### config.mk
export PLATFORM = sky130hd
export DESIGN_NAME = grc_ctrl
export DESIGN_NICKNAME = d
export VERILOG_FILES = /design/src/design/grc_pkg.sv /design/src/design/grc_ctrl.sv
export SDC_FILE = /design/constraint.sdc
export NUM_CORES = 1
export LEC_CHECK = 0
export BUFFER_PORTS_ARGS = -buffer_cell sky130_fd_sc_hd__buf_2
export CAP_MARGIN = 20
export CORE_AREA = 2 2 39 41
export CTS_CLUSTER_DIAMETER = 200
export CTS_CLUSTER_SIZE = 40
export DETAILED_ROUTE_END_ITERATION = 8
export DIE_AREA = 0 0 41 43
export PLACE_DENSITY = 0.81
export SYNTH_ARGS = -nofsm -noshare
export SYNTH_HDL_FRONTEND = slang
export SYNTH_SLANG_ARGS = --single-unit
### constraint.sdc
create_clock -name clock -period 1.2 [get_ports clock]
set_input_delay 0 -clock clock [delete_from_list [all_inputs] [get_ports clock]]
set_output_delay 0 -clock clock [all_outputs]
set_load 0.02 [all_outputs]
### src/design/grc_pkg.sv
`default_nettype none
package grc_pkg;

   localparam int FRAC_BITS   = 16;
   localparam int MAP_BITS    = 6;
   localparam int ADDR_W      = 2 * MAP_BITS;
   localparam int MPOS_W      = MAP_BITS + 2;
   localparam int SCREEN_COLS = 1280;
   localparam int SCREEN_ROWS = 720;
   localparam int COL_W       = 11;
   localparam int ROW_W       = 10;
   localparam int POS_W       = 22;
   localparam int DIR_W       = 18;
   localparam int CAM_W       = 19;
   localparam int PROD_W      = DIR_W + CAM_W;
   localparam int RAY_W       = PROD_W - FRAC_BITS;
   localparam int MAG_W       = RAY_W;
   localparam int DELTA_W     = 2 * FRAC_BITS + 1;
   localparam int DIST_W      = 42;
   localparam int DOUT_W      = 24;
   localparam int LH_W        = 11;
   localparam int SHADE_W     = 8;
   localparam int FRACSEL_W   = FRAC_BITS + 1;
   localparam int DIV_NW      = DELTA_W;
   localparam int DIV_DW      = 27;
   localparam int CSR_IDX_W   = 3;
   localparam int CSR_DATA_W  = POS_W;

   // camera offset col * 2^17 / SCREEN_COLS = col * 2^9 / 5, by reciprocal 2^22 / 5
   localparam int CAM_RECIP_W = 20;
   localparam int CAM_PROD_W  = COL_W + CAM_RECIP_W;
   localparam int CAM_SHIFT   = 13;
   localparam logic [CAM_RECIP_W-1:0] CAM_RECIP = 20'd838861;

   // fog blend num / (20 * 2^16) = (num >> 18) / 5, by reciprocal 2^12 / 5
   localparam int SNUM_W       = 28;
   localparam int SHADE_HI_W   = 10;
   localparam int SHADE_PROD_W = 2 * SHADE_HI_W;
   localparam logic [SHADE_HI_W-1:0] SHADE_RECIP = 10'd820;

   localparam logic [POS_W-1:0] POS_RESET     = 22'd2129920;
   localparam logic [DIR_W-1:0] DIR_X_RESET   = 18'h30000;
   localparam logic [DIR_W-1:0] DIR_Y_RESET   = 18'h00000;
   localparam logic [DIR_W-1:0] PLANE_X_RESET = 18'h00000;
   localparam logic [DIR_W-1:0] PLANE_Y_RESET = 18'd43254;

   localparam logic [DIST_W-1:0] FOG_DIST  = DIST_W'(20 * (1 << FRAC_BITS));
   localparam logic [LH_W-1:0]   LH_MAX    = LH_W'(2 * SCREEN_ROWS);
   localparam logic [ROW_W-1:0]  ROW_HALF  = ROW_W'(SCREEN_ROWS / 2);
   localparam logic [ROW_W-1:0]  ROW_LAST  = ROW_W'(SCREEN_ROWS - 1);
   localparam logic [ROW_W-1:0]  ROW_COUNT = ROW_W'(SCREEN_ROWS);
   localparam logic [SHADE_W-1:0] FOG_SHADE = 8'd50;

   typedef enum logic [CSR_IDX_W-1:0] {
      CSR_POS_X   = 3'd0,
      CSR_POS_Y   = 3'd1,
      CSR_DIR_X   = 3'd2,
      CSR_DIR_Y   = 3'd3,
      CSR_PLANE_X = 3'd4,
      CSR_PLANE_Y = 3'd5
   } csr_idx_type;

   typedef enum logic [3:0] {
      ST_CLEAR,
      ST_IDLE,
      ST_CAM,
      ST_RAY_MUL,
      ST_RAY_SUM,
      ST_X_DIV,
      ST_X_SIDE,
      ST_Y_DIV,
      ST_Y_SIDE,
      ST_STEP,
      ST_CHECK,
      ST_LH_DIV,
      ST_SHADE,
      ST_FINISH
   } state_type;

   typedef enum logic [1:0] {
      DIV_DX,
      DIV_DY,
      DIV_LH
   } div_sel_type;

   typedef struct packed {
      logic        req_ready;
      logic        tile_we;
      logic        clear_en;
      logic        col_load;
      logic        div_start;
      div_sel_type div_sel;
      logic        cam_load;
      logic        ray_mul;
      logic        ray_sum;
      logic        dx_load;
      logic        side_x_load;
      logic        dy_load;
      logic        side_y_load;
      logic        step;
      logic        lh_load;
      logic        shade_load;
      logic        out_load;
   } cmd_type;

   typedef struct packed {
      logic div_busy;
      logic div_done;
      logic hit;
      logic clear_last;
      logic out_free;
   } status_type;

endpackage
`default_nettype wire

### src/design/grc_ctrl.sv
`default_nettype none
module grc_ctrl import grc_pkg::*; (
   input  wire logic       clock,
   input  wire logic       reset,
   input  wire logic       req_valid,
   input  wire logic       req_is_cast,
   input  wire status_type status,
   output cmd_type         cmd
);

   state_type state_ff, state_in;
   logic      div_kick;

   always_ff @(posedge clock) begin
      if (reset) begin
         state_ff <= ST_CLEAR;
      end else begin
         state_ff <= state_in;
      end
   end

   always_comb begin
      state_in = state_ff;
      case (state_ff)
         ST_CLEAR:     if (status.clear_last) state_in = ST_IDLE;
         ST_IDLE:      if (req_valid && req_is_cast) state_in = ST_CAM;
         ST_CAM:       state_in = ST_RAY_MUL;
         ST_RAY_MUL:   state_in = ST_RAY_SUM;
         ST_RAY_SUM:   state_in = ST_X_DIV;
         ST_X_DIV:     if (status.div_done) state_in = ST_X_SIDE;
         ST_X_SIDE:    state_in = ST_Y_DIV;
         ST_Y_DIV:     if (status.div_done) state_in = ST_Y_SIDE;
         ST_Y_SIDE:    state_in = ST_STEP;
         ST_STEP:      state_in = ST_CHECK;
         ST_CHECK:     state_in = status.hit ? ST_LH_DIV : ST_STEP;
         ST_LH_DIV:    if (status.div_done) state_in = ST_SHADE;
         ST_SHADE:     state_in = ST_FINISH;
         ST_FINISH:    if (status.out_free) state_in = ST_IDLE;
         default:      state_in = ST_CLEAR;
      endcase
   end

   assign div_kick = !status.div_busy && !status.div_done;

   always_comb begin
      cmd = '0;
      cmd.div_sel = DIV_DX;
      case (state_ff)
         ST_CLEAR: cmd.clear_en = 1'b1;
         ST_IDLE: begin
            cmd.req_ready = 1'b1;
            cmd.tile_we   = req_valid && !req_is_cast;
            cmd.col_load  = req_valid && req_is_cast;
         end
         ST_CAM:     cmd.cam_load = 1'b1;
         ST_RAY_MUL: cmd.ray_mul = 1'b1;
         ST_RAY_SUM: cmd.ray_sum = 1'b1;
         ST_X_DIV: begin
            cmd.div_sel   = DIV_DX;
            cmd.div_start = div_kick;
            cmd.dx_load   = status.div_done;
         end
         ST_X_SIDE: cmd.side_x_load = 1'b1;
         ST_Y_DIV: begin
            cmd.div_sel   = DIV_DY;
            cmd.div_start = div_kick;
            cmd.dy_load   = status.div_done;
         end
         ST_Y_SIDE: cmd.side_y_load = 1'b1;
         ST_STEP:   cmd.step = 1'b1;
         ST_CHECK:  ;
         ST_LH_DIV: begin
            cmd.div_sel   = DIV_LH;
            cmd.div_start = div_kick;
            cmd.lh_load   = status.div_done;
         end
         ST_SHADE:  cmd.shade_load = 1'b1;
         ST_FINISH: cmd.out_load = status.out_free;
         default: ;
      endcase
   end

endmodule
`default_nettype wire

## Word level (Yosys, flattened, before mapping)

Index checks and enable logic that the tools add are counted.
W data, S select, Z words.

- Add/subtract/negate cells: 0
- Multiply operators: 0
- Div/mod/pow operators: 0
- Order comparisons: 0
- Eq/ne operators: 19
- Shift-type cells: 0
- Muxes and demuxes: 23
- Bitwise operators: 0
- Reductions and logical operators: 8

Operator list:

| cell | number |
|---|---|
| $pmux W4 S14 | 1 |
| $eq A4 B4 Y1 const B | 6 |
| $mux W4 | 6 |
| $eq A4 B3 Y1 const B | 4 |
| $mux W1 | 13 |
| $ne A2 B2 Y1 const B | 6 |
| $pmux W3 S3 | 1 |
| $eq A4 B2 Y1 const B | 2 |
| $reduce_and A6 Y1 | 1 |
| $eq A4 B1 Y1 const B | 1 |
| $logic_not A4 Y1 | 1 |
| $mux W2 | 2 |
| $logic_and A1 B1 Y1 | 3 |
| $logic_not A1 Y1 | 3 |

- Register bits: 4
- Bits in latches: 0
- Memory bits (writable): 0
- Memory bits (read-only): 0
- Input port bits: 9
- Output and inout port bits: 18
- Word-level logic and storage cells: 51
- Memories kept: 0

## Logic depth before layout (Yosys ltp)

Gate-level depths: netlist of run 1.

- Depth in word-level cells: 3
- Depth in mapped cells: 5
- Gate-level depth less buffers: 4

## Worst setup path before layout of run 1

OpenSTA, ideal clock, no wires.

- Path type: reg-to-reg
- From: register state_ff[2]
- To: register state_ff[1]
- Setup time: 125 ps
- Arrival time: 1395 ps
- Path slack: -319 ps
- Cell stages (with the launch flop): 6
- Path buffers: 1
- Clock period less this slack: 1519 ps
- Cells stage by stage: dfxtp_1 > buf_2 > nor4_2 > a21oi_1 > o2111ai_1 > mux2i_1

- Cells in the longest elaborated chain, start to end: 3
- Elaborated cells between the ends (all ways): 22
- Classes of those cells: 19 x eq/ne; 1 x mux; 2 x reduce/logical

RTL lines:

| item | RTL line | text |
|---|---|---|
| start, declared | grc_ctrl.sv:11 | `state_type state_ff, state_in;` |
| start signal, assigned | grc_ctrl.sv:18 | `state_ff <= state_in;` |
| $eq A4 B1 Y1 (tied with other cells) | grc_ctrl.sv:24 | `case (state_ff)` |
| $ne A2 B2 Y1 (no line) | - |  |
| $reduce_and A6 Y1 (no line) | - |  |

Several ways; a longest one is shown, not always the timed one.
A chain may end at the register's enable or synchronous reset.

## Worst setup path in the final report of run 1

- From: register state_ff[2]
- To: register state_ff[3]

Same word-level chain as after synthesis.

==> impl_results.md, run 1 <==
* Run status: complete, but fails checks
* Failing checks: negative setup slack
* Async SR Flop Fraction at 0%
* Initial antenna violation count at 0
* Core Footprint at 1384 um^2
* Port-buffer cells at 26
* Register area share after synthesis at between 15 and 20%
* Power Density at 778.3 nW/um^2
* Antenna-violating nets left at 0
* Total Wirelength at 1.663 mm
* Inserted Diodes at 0
* Die area at 1763 um^2
* Critical path launch point: state_ff[2]
* Clk_lat worst skew at roughly 230 ps
* Crit path launch type: flop
* # fillers at approximately 110
* Vias in the first global route at 588
* P_leak at between 0.4 and 0.5 nW
* Synth top area cells: dfxtp_1 17%, nor2_1 7.0%, nand2_1 6.2%, nor2b_1 5.2%, nor3_1 5.2%
* #FFs+latches synth at 4
* Syn Inst Count at 66
* Post-DP HPWL at 1.003 mm
* Most frequent cell after synthesis: nor2_1
* Drt initial violations at 7
* Largest regs: state_ff (4)
* Worst R2R Start: state_ff[2]
* Post-Synthesis Net Count at 75
* Slew Limit Fails at 0
* Fmax at approximately 730 MHz
* Final worst slack at -164.2 ps
* Final number of setup-violating endpoints at 14
* Row cnt at 14
* Mean Syn Cell Area at between 7 and 8 um^2
* Crit-path slowest cell: dfxtp_4
* Gpl congestion at between 0.8 and 0.9
* Clk sinks at 4
* Post-synth top cells: 9 x nor2_1, 8 x nand2_1, 5 x nor3_1
* Cell Area, Synth at a little under 500 um^2
* Post-DR vias/cell at 5.281
* Max FO, Critical Path at 5
* Tot GR Track Use at approximately a fifth
* Max VDD drop at roughly 0.76 mV
* # placed instances at about 110
* Maxcap violations at 0
* Synth top area share at around 17%
* Drt first pass iters at 4
* Hold Fails Final Rpt at 0
* Worst-Margin Slew at around 220 ps
* First-pass GRT wire length at approximately 2.4 mm
* Critical path class: flop to flop
* CTS tree: yes
* Largest stage delay, worst path at 360 ps
* Post-route insts no fill at approximately 120
* Layout area overhead at 93.51%
* # H-tree levels at 1
* Setup Skew at approximately 5.6 ps
* Layout cells sized above 1 at between 60 and 70%
* Starting Density at a little over a third
* CTS Buf Count at 3
* Clock Tree Buf Depth at 2
* Largest net degree at the start of global routing at 10
* Worst-path clk slew at 40 ps
* EDFF count, synth at 0
* Worst Hold Launch: status[3]
* Most flop-heavy register: state_ff
* RSZ-0062 raised after global routing: true
* Min cycle time layout at 1364 ps
* WP data arrival at approximately 1500 ps
* Cell Chain, Critical Path: nor4b_4 -> buf_4 -> o2bb2ai_4 -> nor2b_4 -> a221oi_2
* Slew HR at 84.85%
* Die X-Extent at 41 um
* Post-synth top area cell: dfxtp_1
* CP required at around 1300 ps
* Clock root buffer: clkbuf_4
* Prevailing post-synth register cell: dfxtp_1
* Die height at between 40 and 50 um
* GRT overflow at 0
* Setup_tns at -1046 ps
* Final-stage net count at between 100 and 150
* Tcrit/Tclk final at 113.7%
* DRC at 0
* Yosys warns at 0
* Via count at approximately 640
* Unique masters post-synth at 32
* Worst Hold Class: input port to flop
* Max reg flops at 4
* Setup crit end kind: flop
* Wire per inst at 13.74 um
* Top Ports at 27
==> final timing paths <==
kind / cells after the start / slack, ps / to
hold reg to reg: 3 / 660 / state_ff[1]
setup reg to reg: 5 / -160 / state_ff[3]
setup / recovery: 5 / -160 / state_ff[3]
hold / removal: 3 / 130 / state_ff[3]
==> timing repair <==
item	in CTS	in global routing
gates resized for setup	20	25
endpoints found under the setup margin	21	21
endpoints found under the hold margin	1	0
setup buffers	2	2
cloned	0	0
hold buffers	1	0
pin swaps	3	6
==> critical path, delay by kind of cell (launching register included) <==
family | cells | cell delay, ps
buffers and inverters | 1 | 170
AO/OA/AOI/OAI | 2 | 370
flip-flops | 1 | 360
AND/OR/NAND/NOR | 2 | 370
==> layout make-up <==
type / instances / area [um^2] / area share, %
Inverter: 4 / 20.02 / 2.148
Multi-Input combinational cell: 53 / 456.7 / 48.99
Sequential cell: 4 / 92.59 / 9.933
Tap cell: 16 / 20.02 / 2.148
Clock buffer: 3 / 22.52 / 2.416
Timing Repair Buffer: 41 / 320.3 / 34.36
==> per-stage QoR <==
stage | power [mW] | util, % | hold WS, ps | instance area, um^2 | setup slack, ps
after floorplan | 0.3557 | - | 47.64 | 516.7 | -164.8
after CTS | 0.6718 | 59.49 | 111.2 | 823.3 | -150.1
final | 0.7255 | 67.36 | 132.1 | 932.1 | -164.2
after global placement | 0.4436 | 51.36 | 221.5 | 710.7 | -62.26
after global routing | 0.7666 | 67.36 | 143.6 | 932.1 | -228.3
after detailed placement | 0.4507 | 51.36 | 223.3 | 710.7 | -117.1
==> cell families after synthesis <==
group	Yosys count	synth area share (%)
multiplexers	2	4.416
AND/OR/NAND/NOR	38	47.27
flip-flops	4	16.62
buffers and inverters	9	10.65
AO/OA/AOI/OAI	13	21.04
==> where the power goes <==
| group | internal [mW] | switching (mW) | total [mW] |
|---|---|---|---|
| combinational | 0.206 | 0.184 | 0.390 |
| sequential | 0.147 | 0.0263 | 0.174 |
| clock | 0.111 | 0.0507 | 0.162 |
==> layout by cell type (no fill, tap or decap), drive strengths merged, types with 2 or more instances in the layout <==
master / n
nand2: 8
nand2b: 3
nor2b: 5
a21oi: 2
dfxtp: 4
clkbuf: 3
buf: 40
o21ai: 4
inv: 4
nor2: 9
nor3: 5
==> layer usage <==
metal  share of wire, %  vias to the layer above  track usage (%)
li1                   -                      313                -
met1                 42                      304            21.79
met2                 53                       18            31.56
met3                3.4                        4            6.283
met4                1.1                        0            7.333
met5                  0                        -                0
Power figures use the tool's default switching activity.
==> run 2, diff against run 1 <==
--- a/config.mk
+++ b/config.mk
@@ -5,6 +5,7 @@
 export SDC_FILE = /design/constraint.sdc
 export NUM_CORES = 1
 export LEC_CHECK = 0
+export ABC_AREA = 1
 export BUFFER_PORTS_ARGS = -buffer_cell sky130_fd_sc_hd__buf_2
 export CAP_MARGIN = 20
 export CORE_AREA = 2 2 39 41
@@ -12,7 +13,7 @@
 export CTS_CLUSTER_SIZE = 40
 export DETAILED_ROUTE_END_ITERATION = 8
 export DIE_AREA = 0 0 41 43
-export PLACE_DENSITY = 0.81
+export PLACE_DENSITY = 0.77
 export SYNTH_ARGS = -nofsm -noshare
 export SYNTH_HDL_FRONTEND = slang
 export SYNTH_SLANG_ARGS = --single-unit
==> run 2 against run 1 <==
Net effect: the flow still finishes with violations (negative setup slack); clock skew decreased by 5.0 ps; synthesized cell count increased by 27%; largest cell class unchanged; total power increased by 45%; final area decreased by 7.8%.
==> impl_results.md, run 2 <==
* Port-buffer cells at 26 (unchanged)
* Final number of setup-violating endpoints at 8 (was 14)
* Post-synth top area cell: nor2_1 (was dfxtp_1)
* Mux cell area share after synthesis at 0% (was 4.416%)
* Vias in the first global route at 540 (was 588)
* Layout cells sized above 1 at 57.69% (was 68.57%)
* Critical path launch point: state_ff[3] (was state_ff[2])
* Post-Synthesis Net Count at 93 (was 75)
* Core Footprint at 1384 um^2 (unchanged)
* Tot GR Track Use at 18.46% (was 19.26%)
* Hold Fails Final Rpt at 0 (unchanged)
* Setup_tns at -302.8 ps (was -1046 ps)
* Most flop-heavy register: state_ff (unchanged)
* Final-stage net count at 141 (was 116)
* #FFs+latches synth at 4 (unchanged)
* Initial antenna violation count at 0 (unchanged)
* Clk sinks at 4 (unchanged)
* Post-DP HPWL at 1.016 mm (was 1.003 mm)
* Die X-Extent at 41 um (unchanged)
* Die area at 1763 um^2 (unchanged)
* Synth Area in Compound Gates at 6.725% (was 21.04%)
* P_leak at 0.4961 nW (was 0.4558 nW)
* Final Util at 62.12% (was 67.36%)
* Layout area overhead at 100.9% (was 93.51%)
* Critical path class: flop to output pin (was flop to flop)
* Max VDD drop at 0.7340 mV (was 0.7627 mV)
* CP required at 1200 ps (was 1340 ps)
* Die height at 43 um (unchanged)
* Max FO, Critical Path at 3 (was 5)
* # fillers at 134 (was 107)
* Worst Hold Class: input port to flop (unchanged)
* First-pass GRT wire length at 2.263 mm (was 2.408 mm)
* Synth Area in XOR/XNOR at 0% (unchanged)
* Unique masters post-synth at 15 (was 32)
* Net Sw Frac at 44.95% (was 36.00%)
* R2R Path End: state_ff[1] (was state_ff[3])
* Tcrit/Tclk final at 106.8% (was 113.7%)
* WP data arrival at 1280 ps (was 1500 ps)
* Run status: complete, but fails checks (unchanged)
* Slew HR at 85.41% (was 84.85%)
* R2R cell count at 8 (was 5)
* Fmax at 780.0 MHz (was 733.0 MHz)
* Clk_lat worst skew at 240 ps (was 230 ps)
* Commonest non-fill, non-tap cell in the layout: buf_4 (unchanged)
* Drt initial violations at 13 (was 7)
* Clock root buffer: clkbuf_4 (unchanged)
* DRC at 0 (unchanged)
* Inserted Diodes at 0 (unchanged)
* Mean Syn Cell Area at 5.094 um^2 (was 7.299 um^2)
* Async SR Flop Fraction at 0% (unchanged)
* Seq pwr share at 21.7% (was 23.9%)
* Antenna-violating nets left at 0 (unchanged)
* Synth Area in Adders at 0% (unchanged)
* Drt first pass iters at 4 (unchanged)
* Row cnt at 14 (unchanged)
* Synth top area share at 20.18% (was 16.62%)
* Synth top area cells: nor2_1 20%, dfxtp_1 19%, inv_1 16%, nand2_1 15%, nand3_1 5.8% (was dfxtp_1 17%, nor2_1 7.0%, nand2_1 6.2%, nor2b_1 5.2%, nor3_1 5.2%)
* Pint at 0.5801 mW (was 0.4643 mW)
* Crit path launch type: flop (unchanged)
* Yosys warns at 0 (unchanged)
* CTS tree: yes (unchanged)
* Clk pwr share at 16.1% (was 22.4%)
* Min cycle time layout at 1282 ps (was 1364 ps)
* Most frequent cells in the layout: 25 x buf_4, 16 x inv_1, 16 x nor2_1 (was 19 x buf_4, 13 x buf_2, 6 x nor2_1, 6 x buf_6, 5 x nand2_1)
* Prevailing post-synth register cell: dfxtp_1 (unchanged)
* Most frequent cell after synthesis: nor2_1 (unchanged)
* Power share of the combinational group at 62.2% (was 53.7%)
* Worst R2R Start: state_ff[3] (was state_ff[2])
* Worst Hold Launch: reset (was status[3])
* Cell Area, Synth at 427.9 um^2 (was 481.7 um^2)
* Register area share after synthesis at 18.71% (was 16.62%)
* Gpl congestion at 0.8092 (was 0.8117)
* EDFF count, synth at 0 (unchanged)
* Setup crit end kind: output pin (was flop)
* GRT overflow at 0 (unchanged)
* Setup Skew at 0.6236 ps (was 5.591 ps)
* Final worst slack at -82.01 ps (was -164.2 ps)
* Syn Inst Count at 84 (was 66)
* Psw at 0.4735 mW (was 0.2611 mW)
* Wire per inst at 10.16 um (was 13.74 um)
* Combinational family with the most area after synthesis: simple AND/OR/NAND/NOR gates (unchanged)
* Post-DR vias/cell at 4.466 (was 5.281)
* Min-Delay Path Depth at 4 (was 3)
* Top Ports at 27 (unchanged)
* Power Density at 1226 nW/um^2 (was 778.3 nW/um^2)
* R2R setup slack at -70 ps (was -160 ps)
* Clock Tree Buf Depth at 2 (unchanged)
* Post-Synth Simple-Gate Area at 57.02% (was 47.27%)
* Largest net degree at the start of global routing at 7 (was 10)
* Worst-path clk slew at 40 ps (about the same)
* Starting Density at 30.92% (was 34.81%)
* Slew Limit Fails at 0 (unchanged)
* Failing checks: negative setup slack (unchanged)
* Via count at 652 (was 639)
* Largest regs: state_ff (4) (unchanged)
* Worst-Margin Slew at 216.5 ps (was 224.4 ps)
* Maxcap violations at 0 (unchanged)
* Post-synth top cells: 23 x nor2_1, 18 x inv_1, 17 x nand2_1 (was 9 x nor2_1, 8 x nand2_1, 5 x nor3_1)
* Worst Hold End: state_ff[2] (was state_ff[3])
* Total Wirelength at 1.483 mm (was 1.663 mm)
* RSZ-0062 raised after global routing: true (unchanged)
* Max reg flops at 4 (unchanged)
* # H-tree levels at 1 (unchanged)
* CTS Buf Count at 3 (unchanged)
-- run 2: changes by cell type in the layout (fill, tap and decap cells not counted), moves of 5 or more --
cell and delta:
nand2_1 +8, inv_1 +14, nor2_4 +5, buf_4 +6
nor2_1 +10
-- run 2: power by group through the flow --
stage          Sequential (mW)  Clock, mW  Combinational, mW
2_1_floorplan            0.190          0              0.339
3_3_place_gp             0.193          0              0.518
3_5_place_dp             0.194          0              0.529
4_1_cts                  0.214      0.180              0.598
5_1_grt                  0.231      0.188              0.719
6_report                 0.229      0.170              0.655
-- run 2: critical path: stages (launching register included) --
cell	delay (ps)
dfxtp_4	360
inv_4	90
nand2_4	60
o21ai_2	150
nand2_2	80
buf_6	120
nor2_4	70
buf_6	120
-- run 2: layer usage --
layer	vias to the layer above	share of wire (%)	wire length, um	track usage (%)
met5	-	0	0	0
met4	0	1.6	23	10.00
met3	2	4.2	62	1.571
met2	18	53	779	28.75
met1	288	42	616	23.72
li1	344	-	-	-
-- run 2: through the flow --
step                      hold slack (ps)  instances  instance area (um^2)  worst slack, ps  total power, mW
after floorplan                     79.79         84                 430.4            7.530           0.5289
after global placement              246.8        137                 663.1           -9.598           0.7110
after detailed placement            253.0        137                 663.1           -43.19           0.7231
after CTS                           26.24        143                 789.5           -101.4           0.9916
after global routing                66.28        146                 859.6           -158.0            1.138
final                               32.12        146                 859.6           -82.01            1.054
-- run 2: repair_timing --
action	in CTS	in global routing
setup endpoints to repair	14	16
pin swaps	6	7
buffers inserted	3	3
gates resized for setup	30	15
hold buffers	0	0
-- run 2: cell type report --
class | instances | area, um^2 | share of cell area, %
Clock buffer | 3 | 22.52 | 2.620
Timing Repair Buffer | 43 | 296.5 | 34.50
Tap cell | 16 | 20.02 | 2.329
Inverter | 20 | 80.08 | 9.316
Sequential cell | 4 | 95.09 | 11.06
Multi-Input combinational cell | 60 | 345.3 | 40.17
-- run 2: cell families after synthesis --
family | Yosys count
buffers and inverters | 20
and+or+nand+nor | 55
AOI/OAI and AO/OA | 5
DFF | 4
-- run 2: worst max path at each step --
stage                              to  slack [ps]  cells after the start
after floorplan           state_ff[3]           8                      7
after global placement    state_ff[1]         -10                      8
after detailed placement  state_ff[1]         -40                      8
after CTS                     cmd[13]        -100                      8
after global routing          cmd[13]        -160                      8
final                         cmd[13]         -80                      7
